[src/rtl/ucc_pkg.sv]
// shared types, character codes and digit helpers for the clock command console
`default_nettype none

package ucc_pkg;

  // line buffer limits
  localparam int unsigned LineLimitDefault = 128;
  localparam int unsigned HeadDepth        = 7;
  localparam int unsigned HeadIdxW         = $clog2(HeadDepth);
  localparam int unsigned NumValues        = 3;

  // character codes
  localparam logic [7:0] CharCr    = 8'h0D;
  localparam logic [7:0] CharZero  = 8'h30;
  localparam logic [7:0] CharSet   = 8'h31;
  localparam logic [7:0] CharGet   = 8'h32;
  localparam logic [7:0] CharPrmpt = 8'h3E;
  localparam logic [7:0] CharSpace = 8'h20;

  // command decoded from the head of a finished line
  typedef enum logic [1:0] {
    CMD_NONE,
    CMD_GET,
    CMD_SET
  } cmd_e;

  // one accepted request, ready for output sequencing
  typedef struct packed {
    logic [7:0]                 ch;
    logic                       cr;
    cmd_e                       cmd;
    logic [NumValues-1:0][7:0]  val;
  } job_t;

  // tens digit of an 8-bit value by reciprocal multiply (exact below 256)
  function automatic logic [4:0] div10(input logic [7:0] v);
    logic [18:0] p;
    p = 19'(v) * 19'd205;
    return p[15:11];
  endfunction

  // units digit of an 8-bit value given its tens digit
  function automatic logic [3:0] mod10(input logic [7:0] v, input logic [4:0] q);
    logic [7:0] t;
    t = v - 8'(q) * 8'd10;
    return t[3:0];
  endfunction

  // two-character decimal field, wrapping at 256
  function automatic logic [7:0] parse_pair(input logic [7:0] hi, input logic [7:0] lo);
    logic [7:0] a;
    a = hi - CharZero;
    return 8'(a * 8'd10) + lo - CharZero;
  endfunction

endpackage

`default_nettype wire

[src/rtl/ucc_line.sv]
// line buffer, line count and command decode for each received byte
`default_nettype none

module ucc_line #(
  parameter int unsigned LINE_LIMIT = ucc_pkg::LineLimitDefault
) (
  input  wire logic         clk_i,
  input  wire logic         rst_ni,
  input  wire logic         accept_i,
  input  wire logic [7:0]   rx_byte_i,
  input  wire logic [4:0]   cur_hour_i,
  input  wire logic [5:0]   cur_minute_i,
  input  wire logic [5:0]   cur_second_i,
  output ucc_pkg::job_t     job_o
);

  logic [7:0] line_count_q, line_count_d;
  logic [7:0] count_inc;
  logic       store_head;
  logic [7:0] head_q [ucc_pkg::HeadDepth];
  logic [7:0] head_n [ucc_pkg::HeadDepth];
  logic       is_cr;

  // head contents as they stand after this byte is stored
  assign store_head = line_count_q < 8'(ucc_pkg::HeadDepth);
  always_comb begin
    for (int i = 0; i < int'(ucc_pkg::HeadDepth); i++) begin
      head_n[i] = (store_head && line_count_q[ucc_pkg::HeadIdxW-1:0] ==
                   ucc_pkg::HeadIdxW'(i)) ? rx_byte_i : head_q[i];
    end
  end

  // saturating count, cleared at end of line
  assign is_cr        = rx_byte_i == ucc_pkg::CharCr;
  assign count_inc    = (line_count_q < 8'(LINE_LIMIT)) ? line_count_q + 8'd1 : line_count_q;
  assign line_count_d = is_cr ? 8'd0 : count_inc;

  // command decode and field values
  always_comb begin
    job_o.ch  = rx_byte_i;
    job_o.cr  = is_cr;
    job_o.cmd = ucc_pkg::CMD_NONE;
    job_o.val[0] = {3'b000, cur_hour_i};
    job_o.val[1] = {2'b00, cur_minute_i};
    job_o.val[2] = {2'b00, cur_second_i};
    if (is_cr) begin
      if (head_n[0] == ucc_pkg::CharGet) begin
        job_o.cmd = ucc_pkg::CMD_GET;
      end else if (head_n[0] == ucc_pkg::CharSet &&
                   count_inc >= 8'(ucc_pkg::HeadDepth)) begin
        job_o.cmd    = ucc_pkg::CMD_SET;
        job_o.val[0] = ucc_pkg::parse_pair(head_n[1], head_n[2]);
        job_o.val[1] = ucc_pkg::parse_pair(head_n[3], head_n[4]);
        job_o.val[2] = ucc_pkg::parse_pair(head_n[5], head_n[6]);
      end
    end
  end

  // line count register
  always_ff @(posedge clk_i or negedge rst_ni) begin
    if (!rst_ni) begin
      line_count_q <= 8'd0;
    end else if (accept_i) begin
      line_count_q <= line_count_d;
    end
  end

  // head storage, contents undefined until written
  always_ff @(posedge clk_i) begin
    if (accept_i && store_head) begin
      head_q[line_count_q[ucc_pkg::HeadIdxW-1:0]] <= rx_byte_i;
    end
  end

endmodule

`default_nettype wire

[src/rtl/uart_clock_command_console.sv]
// Serial console for a real-time clock: echo, time query and time set commands.
//
// Input stream (s_axis): one received character with the current clock time
// per request. Output stream (m_axis): characters to transmit, one per request;
// tlast marks the final character caused by an input, tuser marks the echo of
// a set command that writes the clock, with the new values in tdata.
// An ordinary byte gives 1 character, a carriage return gives 5, and a
// carriage return ending a query or set line gives 12.
// An accepted input sits in the job register; its characters are then loaded
// into the output register, from which the receiver takes them. Characters
// leave one per cycle while the receiver does not stall, and plain echoes
// flow back to back at one per cycle while m_axis_tready stays high. The output
// sequencer, one character a cycle, sets this rate.
// Reset clears the line count and all valid flags; the line buffer is not
// cleared. When the receiver stalls, the output register holds its character
// and the job register holds the pending request. s_axis_tready stays low
// while the job register holds a request whose last character has not yet
// moved into the output register.
`default_nettype none

module uart_clock_command_console #(
  parameter int unsigned LINE_LIMIT = ucc_pkg::LineLimitDefault
) (
  input  wire logic        clk_i,
  input  wire logic        rst_ni,
  input  wire logic        s_axis_tvalid,
  output      logic        s_axis_tready,
  // rx_byte[7:0], cur_hour[12:8], cur_minute[18:13], cur_second[24:19], zero pad
  input  wire logic [31:0] s_axis_tdata,
  output      logic        m_axis_tvalid,
  input  wire logic        m_axis_tready,
  // tx_byte[7:0], new_hour[15:8], new_minute[23:16], new_second[31:24]
  output      logic [31:0] m_axis_tdata,
  output      logic        m_axis_tlast,
  // time_write[0]
  output      logic        m_axis_tuser
);

  logic          in_accept;
  ucc_pkg::job_t job_new;
  ucc_pkg::job_t job_q;
  logic          job_valid_q;
  logic [3:0]    idx_q;
  logic          out_valid_q;
  logic [31:0]   out_data_q;
  logic          out_last_q;
  logic          out_user_q;
  logic          out_load;
  logic          has_cmd;
  logic [3:0]    last_idx;
  logic          is_last;
  logic          job_done;
  logic [1:0]    tail_pos;
  logic [7:0]    sel_val;
  logic [4:0]    tens;
  logic [3:0]    units;
  logic [7:0]    ch_d;
  logic [31:0]   data_d;
  logic          user_d;

  assign in_accept = s_axis_tvalid && s_axis_tready;

  ucc_line #(
    .LINE_LIMIT (LINE_LIMIT)
  ) u_line (
    .clk_i        (clk_i),
    .rst_ni       (rst_ni),
    .accept_i     (in_accept),
    .rx_byte_i    (s_axis_tdata[7:0]),
    .cur_hour_i   (s_axis_tdata[12:8]),
    .cur_minute_i (s_axis_tdata[18:13]),
    .cur_second_i (s_axis_tdata[24:19]),
    .job_o        (job_new)
  );

  // sequencing control
  assign out_load  = !out_valid_q || m_axis_tready;
  assign has_cmd   = job_q.cmd != ucc_pkg::CMD_NONE;
  assign last_idx  = !job_q.cr ? 4'd0 : (has_cmd ? 4'd11 : 4'd4);
  assign is_last   = idx_q == last_idx;
  assign job_done  = job_valid_q && out_load && is_last;
  assign s_axis_tready = !job_valid_q || job_done;
  assign tail_pos  = has_cmd ? 2'(idx_q - 4'd8) : 2'(idx_q - 4'd1);

  // digit of the value picked by the character index
  always_comb begin
    case (idx_q[2:1])
      2'd1:    sel_val = job_q.val[0];
      2'd2:    sel_val = job_q.val[1];
      2'd3:    sel_val = job_q.val[2];
      default: sel_val = job_q.val[2];
    endcase
  end
  assign tens  = ucc_pkg::div10(sel_val);
  assign units = ucc_pkg::mod10(sel_val, tens);

  // character for the current index
  always_comb begin
    ch_d = job_q.ch;
    if (idx_q != 4'd0) begin
      if (has_cmd && idx_q == 4'd1) begin
        ch_d = (job_q.cmd == ucc_pkg::CMD_SET) ? ucc_pkg::CharSet : ucc_pkg::CharGet;
      end else if (has_cmd && idx_q < 4'd8) begin
        ch_d = idx_q[0] ? ({4'b0000, units} + ucc_pkg::CharZero)
                        : (8'(tens) + ucc_pkg::CharZero);
      end else begin
        case (tail_pos)
          2'd0:    ch_d = ucc_pkg::CharCr;
          2'd1:    ch_d = ucc_pkg::CharPrmpt;
          2'd2:    ch_d = ucc_pkg::CharPrmpt;
          default: ch_d = ucc_pkg::CharSpace;
        endcase
      end
    end
  end

  // time write flag and values ride on the echo only
  assign user_d = (idx_q == 4'd0) && (job_q.cmd == ucc_pkg::CMD_SET);
  assign data_d = user_d ? {job_q.val[2], job_q.val[1], job_q.val[0], ch_d}
                         : {24'd0, ch_d};

  // job register and character index
  always_ff @(posedge clk_i or negedge rst_ni) begin
    if (!rst_ni) begin
      job_valid_q <= 1'b0;
      idx_q       <= 4'd0;
    end else begin
      if (in_accept) begin
        job_valid_q <= 1'b1;
      end else if (job_done) begin
        job_valid_q <= 1'b0;
      end
      if (job_done) begin
        idx_q <= 4'd0;
      end else if (job_valid_q && out_load) begin
        idx_q <= idx_q + 4'd1;
      end
    end
  end

  // job payload
  always_ff @(posedge clk_i) begin
    if (in_accept) begin
      job_q <= job_new;
    end
  end

  // output register valid
  always_ff @(posedge clk_i or negedge rst_ni) begin
    if (!rst_ni) begin
      out_valid_q <= 1'b0;
    end else if (out_load) begin
      out_valid_q <= job_valid_q;
    end
  end

  // output register payload
  always_ff @(posedge clk_i) begin
    if (out_load && job_valid_q) begin
      out_data_q <= data_d;
      out_last_q <= is_last;
      out_user_q <= user_d;
    end
  end

  assign m_axis_tvalid = out_valid_q;
  assign m_axis_tdata  = out_data_q;
  assign m_axis_tlast  = out_last_q;
  assign m_axis_tuser  = out_user_q;

endmodule

`default_nettype wire

[config.mk]
export PLATFORM = sky130hd
export DESIGN_NAME = uart_clock_command_console
export DESIGN_NICKNAME = d
export VERILOG_FILES = /design/src/rtl/ucc_pkg.sv /design/src/rtl/ucc_line.sv /design/src/rtl/uart_clock_command_console.sv
export SDC_FILE = /design/constraint.sdc
export NUM_CORES = 1
export LEC_CHECK = 0
export BUFFER_PORTS_ARGS = -buffer_cell sky130_fd_sc_hd__buf_2
export CORE_ASPECT_RATIO = 1.25
export CORE_MARGIN = 2
export CORE_UTILIZATION = 35
export DETAILED_ROUTE_END_ITERATION = 10
export SLEW_MARGIN = 20
export SYNTH_ARGS = -nofsm -noshare
export SYNTH_HDL_FRONTEND = slang
export SYNTH_SLANG_ARGS = --single-unit
[constraint.sdc]
create_clock -name clk_i -period 19.21 [get_ports clk_i]
set_input_delay 1.921 -clock clk_i [delete_from_list [all_inputs] [get_ports clk_i]]
set_output_delay 1.921 -clock clk_i [all_outputs]
set_load 0.05 [all_outputs]
==> results of run 1 <==
==> worst max-delay path by stage <==
stage / startpoint / end / slack, ns / depth (start not counted)
floorplan: idx_q[1] / m_axis_tdata[3] / 13.08 / 24
global placement: idx_q[1] / m_axis_tdata[3] / 12.40 / 23
detailed placement: idx_q[1] / m_axis_tdata[3] / 12.40 / 23
CTS: idx_q[1] / m_axis_tdata[3] / 12.38 / 23
global route: idx_q[2] / m_axis_tdata[3] / 11.93 / 24
finish: idx_q[1] / m_axis_tdata[3] / 12.40 / 24
==> metrics by stage <==
stage	worst slack (ns)	utilization, %	cells
after floorplan	13.08	-	707
after global placement	12.40	38.33	1089
after detailed placement	12.40	38.33	1089
after CTS	12.38	40.99	1121
after global routing	11.93	40.99	1121
final	12.40	40.99	1121
==> worst max-delay path: stages (launching register included) <==
cell      delay [ns]
dfrtp_1         0.46
inv_1           0.14
ha_1            0.52
a221o_1         0.35
and2_1          0.21
ha_1            0.37
xor2_1          0.19
ha_1            0.32
fa_1            0.54
inv_1           0.05
fa_1            0.52
inv_1           0.04
ha_1            0.29
a21oi_1         0.15
o21ai_0         0.20
a2111o_1        0.45
nand2_1         0.12
xnor2_1         0.10
ha_1            0.22
fa_1            0.41
xor2_1          0.17
xnor3_1         0.27
xnor2_1         0.15
a41oi_1         0.13
o21a_1          0.15
==> area by class of cell <==
| cell class | count | area share (%) |
|---|---|---|
| Timing Repair Buffer | 69 | 3.575 |
| Sequential cell | 136 | 40.09 |
| Clock buffer | 18 | 4.287 |
| Tap cell | 330 | 4.124 |
| Multi-Input combinational cell | 484 | 43.09 |
| Inverter | 70 | 2.625 |
| Clock inverter | 14 | 2.200 |
==> state kept, by name, summed over array words and instances (netlist names) <==
register             cells
m_axis_tvalid            1
m_axis_tlast             1
u_line.line_count_q      8
m_axis_tdata            32
job_valid_q              1
job_q                   35
m_axis_tuser             1
idx_q                    4
u_line.head_q           53
==> cells in the final DEF (no fill, tap or decap), types with 3 or more instances in the layout <==
master,count
nand3_1,8
nand2b_1,7
and2_1,36
buf_4,5
a31oi_1,6
nand2_1,25
a22oi_1,6
bufinv_16,5
nor2_1,35
xnor2_1,36
mux2i_1,18
nor3_1,7
o21ai_0,20
ha_1,113
o31ai_1,5
fa_1,17
edfxtp_1,122
a21o_1,12
clkbuf_16,17
inv_6,3
inv_1,69
o21bai_1,3
buf_2,64
nand2_2,3
mux2_2,39
clkinv_4,3
nand4_1,4
dfrtp_1,14
xor2_1,10
a21oi_1,29
==> logic make-up (layout without fill, tap and decap cells) <==
| kind of cell | count (synthesis) | count (layout) | share of synthesized area (%) |
|---|---|---|---|
| compound gates | 104 | 104 | 7.935 |
| fa+ha+maj | 130 | 130 | 20.26 |
| simple gates | 143 | 143 | 8.947 |
| mux | 59 | 59 | 7.544 |
| flops | 136 | 136 | 46.37 |
| xor+xnor | 48 | 48 | 5.102 |
| buf+inv | 87 | 171 | 3.844 |
==> routing by layer <==
metal,routed length [µm],share of wire [%],GRT usage [%],vias up
met3,492,2.7,3.143,19
met5,0,0,0,-
met1,7755,43,17.88,2559
li1,-,-,-,2692
met2,9557,53,25.82,87
met4,252,1.4,5.631,0
==> impl_metrics.tcl, run 1 <==
set metrics [dict create \
    syn_nets 873 \
    start_util_pct 35.45 \
    placed_area_um2 9361 \
    die_h_um 179.8 \
    min_to "m_axis_tvalid" \
    crit_path_end_kind "register" \
    cts-root-buf "clkbuf_16" \
    cts_made_buffers 17 \
    synth_warnings 0 \
    ys_seq_area_share_pct 46.37 \
    multi_input_area_um2 4314 \
    critical_path_class "reg2reg" \
    grt_max_degree 40 \
    rsz0062_at_grt "false" \
    wl_per_cell_um 16.11 \
    ys_async_sr_fraction_pct 10.29 \
    period_share_pct 35.44 \
    crit_arrival_ns 6.98 \
    via_per_inst 4.779 \
    ant_nets 0 \
    seq_area_um2 4014 \
    ys_top_cells_by_area "edfxtp_1, ha_1, mux2_2" \
    synth-seq-cells 136 \
    cts_htree_levels 4 \
    fp.dieW_um 144.7 \
    r2r-start "idx_q[1]" \
    ioPinCount 72 \
    synth_edf_count 122 \
    grt_pass1_wl_mm 29.43 \
    hold_violations 0 \
    synth_common_cells "edfxtp_1, ha_1, inv_1, mux2_2" \
    rows 64 \
    fin_tns_setup_ns 0 \
    r2r_cells 24 \
    holdCritPathClass "reg2reg" \
    synth_most_common_cell "edfxtp_1" \
    grt_pass1_vias 5518 \
    place.port_buffers 64 \
    first_pass_iters 5 \
    dpl.hpwl_mm 13.69 \
    netlist-cell-type-count 63 \
    cp_data_required_time_ns 19.38 \
    clkLatencyLatePin_ns 0.43 \
    netlist_instances 707 \
    synth_area_um2 8657 \
    tightest_slew_ns 1.049 \
    status "completed" \
    reg2reg_to "m_axis_tdata[3]" \
    drt_wl_total_mm 18.06 \
    gp_congestion 0.8465 \
    path_clk_slew_ns 0.06 \
    fin_area_um2 10010 \
    grtUsageTotal_pct 14.86 \
    nets 944 \
    min_period_ns 6.809 \
    slew_headroom_pct 29.50 \
    synth_top_flop_cell "edfxtp_1" \
    r2r_slack_ns 12.40 \
    grt_antenna_before_repair 0 \
    die-area_um2 26020 \
    worst_setup_path_start_kind "register" \
    cap_viol_max_count 0 \
    finalMaxSlewViolations 0 \
    vias 5357 \
    cts_tree "done" \
    grt_overflow 0 \
    antenna_cells 0 \
    cts_resized 0 \
    synth.largest_area_cell "edfxtp_1" \
    cts_max_path_buffers 2 \
    drc 0 \
    synth.top_cell.area_share_pct 42.32 \
    drtIter0Drc 336 \
    setup_viol 0 \
    area_growth_pct 15.64 \
    syn_area_per_cell_um2 12.24 \
    hold_start "job_valid_q" \
    fillers 2267 \
    timing.fmax_mhz 146.9 \
    fin_worst_skew_ns 0.01647 \
    fin_hold_ws_ns 0.4909 \
    cts_hold_buf 0 \
    worstHoldPathCells 1 \
    postCtsSetupBuffers 0 \
    clock_sinks 136 \
    cp_max_fo 16 \
    drive_gt1_share_pct 19.47 \
    core_area_um2 24420 \
]
Power of run 1 is not shown: default switching activity piles up to over one toggle a cycle in this logic, so the estimate is an artifact.
==> run 2, diff against run 1 <==
ABC_AREA = 1   (was unset)
clock period = 6.2 ns   (was 19.21 ns; I/O delays follow)
==> run 2 against run 1 <==
Compared with the run above:
- cell count is 23% higher
- non-clock buffer count is 2 higher
- setup slack worse by 12 ns
- register-to-register slack worse by 12 ns
- fmax is 19% higher
==> impl_metrics.tcl, run 2 <==
set metrics [dict create \
    die_h_um 184.1 \
    r2r_cells 32 \
    cts-root-buf "clkbuf_16" \
    antenna_cells 0 \
    start_util_pct 35.78 \
    synthAdderAreaFrac_pct 19.32 \
    worst_setup_path_start_kind "register" \
    core_area_um2 25370 \
    ioPinCount 72 \
    fin_worst_skew_ns 0.01033 \
    hold_violations 0 \
    syn_area_per_cell_um2 9.487 \
    yosys.area_share.simple_pct 16.72 \
    drc 0 \
    fp.dieW_um 148.1 \
    grt_max_degree 45 \
    ys_async_sr_fraction_pct 10.29 \
    tightest_slew_ns 1.038 \
    cts_tree "done" \
    finalMaxSlewViolations 0 \
    final_common_cell "nand2_1" \
    netlist-cell-type-count 48 \
    cts_made_buffers 17 \
    path_delay_family "adder cells" \
    synth.top_cell.area_share_pct 40.35 \
    muxShareOfSynthArea_pct 0.4410 \
    cts_hold_buf 0 \
    synthXorXnorAreaFrac_pct 3.473 \
    crit_arrival_ns 5.91 \
    largest_reg_flops 53 \
    critical_path_class "reg2reg" \
    die-area_um2 27250 \
    min_period_ns 5.727 \
    synth-seq-cells 136 \
    synth_compound_area_share_pct 7.359 \
    dpl.hpwl_mm 15.83 \
    rsz0062_at_grt "false" \
    cp_data_required_time_ns 6.38 \
    grt_antenna_before_repair 0 \
    synth_common_cells "nand2_1, inv_1, edfxtp_1, ha_1, nor2_1" \
    nets 1199 \
    synth.largest_area_cell "edfxtp_1" \
    syn_nets 1123 \
    drt_wl_total_mm 19.86 \
    gp_congestion 0.8893 \
    slowest_stage "fa_1" \
    crit_cells 32 \
    netlist_instances 957 \
    cp_max_fo 5 \
    status "completed" \
    grtUsageTotal_pct 15.35 \
    timing.fmax_mhz 174.6 \
    rows 65 \
    vias 6325 \
    synth_edf_count 122 \
    crit_buf_inv 5 \
    grt_pass1_vias 6337 \
    cap_viol_max_count 0 \
    place.port_buffers 64 \
    first_pass_iters 4 \
    synth_warnings 0 \
    ys_seq_area_share_pct 44.21 \
    crit_path_end_kind "register" \
    layout_common_cells "nand2_1, inv_1, edfxtp_1" \
    synth_top_flop_cell "edfxtp_1" \
    holdCritPathClass "in2async" \
    synth_top_family_by_area "adder cells" \
    ant_nets 0 \
    drtIter0Drc 256 \
    clock_sinks 136 \
    grt_overflow 0 \
    max_stage_delay_ns 0.54 \
    ys_top_cells_by_area "edfxtp_1, ha_1, nand2_1" \
    grt_pass1_wl_mm 32.42 \
    cts_htree_levels 4 \
    clkLatencyLatePin_ns 0.42 \
    period_share_pct 92.37 \
    via_per_inst 4.580 \
    synth_most_common_cell "nand2_1" \
    wl_per_cell_um 14.38 \
    synth_area_um2 9079 \
    cts_max_path_buffers 2 \
    fin_tns_setup_ns 0 \
    path_clk_slew_ns 0.06 \
    area_growth_pct 14.29 \
    slew_headroom_pct 30.24 \
    drive_gt1_share_pct 13.86 \
    setup_viol 0 \
    crit_path_frequent_cell "nand2_1" \
]
## run 2: cell types whose count changed in the layout (fill, tap and decap cells not counted), moves of 36 or more
cell / delta
inv_1: +96
nand3_1: +38
and2_1: -36
nor2_1: +41
mux2_2: -39
nand2_1: +161
## run 2: final cells by class
cell class / count / area [µm²]
sequential: 136 / 4016
tap: 335 / 419.2
multi-input combinational: 630 / 4332
timing repair buffer: 71 / 372.9
clock buffer: 18 / 429.2
inverter: 177 / 679.4
fill: 2490 / 15000
clock inverter: 14 / 127.6
## run 2: metal layers
layer  part of all wire (%)  global-route usage, %
met1                     41                  17.16
met2                     54                  28.96
met3                    2.4                  2.531
met4                    2.4                  5.790
met5                      0                      0
## run 2: per-stage QoR
step | utilization (%) | std cells | worst slack (ns) | area, µm² | hold WS, ns
3_5_place_dp | 38.54 | 1348 | 0.2435 | 9778 | 0.4940
3_3_place_gp | 38.52 | 1348 | 0.2939 | 9773 | 0.4901
5_1_grt | 40.89 | 1381 | 0.003196 | 10380 | 0.1293
4_1_cts | 40.73 | 1380 | 0.2176 | 10330 | 0.1170
2_1_floorplan | - | 957 | 0.4493 | 9079 | 0.3244
6_report | 40.89 | 1381 | 0.4731 | 10380 | 0.1130
## run 2: worst reg2reg max path: cells and delay by family (launching register included)
family                     cells  cell delay [ns]
adders and majority gates      8             2.92
and+or+nand+nor               17             1.42
DFF                            1             0.44
buffers and inverters          5             0.42
xor gates and xnor gates       1             0.18
AOI/OAI and AO/OA              1             0.12
## run 2: cells by family (layout without fill, tap and decap cells)
family | Yosys count | count (layout)
AOI/OAI and AO/OA | 117 | 117
xor gates and xnor gates | 36 | 36
adders and majority gates | 130 | 130
buffers and inverters | 191 | 280
DFF | 136 | 136
muxes | 4 | 4
and+or+nand+nor | 343 | 343
## run 2: what timing repair did
item,in CTS,in global routing
gates resized for setup,0,11
setup endpoints to repair,0,2
buffers inserted,0,1
hold endpoints to repair,0,0
## run 2: worst paths after layout
| kind | slack (ns) | end | start |
|---|---|---|---|
| min in group clk_i | 0.45 | m_axis_tvalid | m_axis_tready |
| max in group asynchronous | 5.78 | idx_q[2] | rst_ni |
| min | 0.11 | m_axis_tvalid | rst_ni |
| max reg2reg | 0.47 | m_axis_tdata[3] | idx_q[1] |
| min reg2reg | 0.50 | m_axis_tvalid | m_axis_tvalid |
| max | 0.47 | m_axis_tdata[3] | idx_q[1] |
Power of run 2 is left out for the same reason.
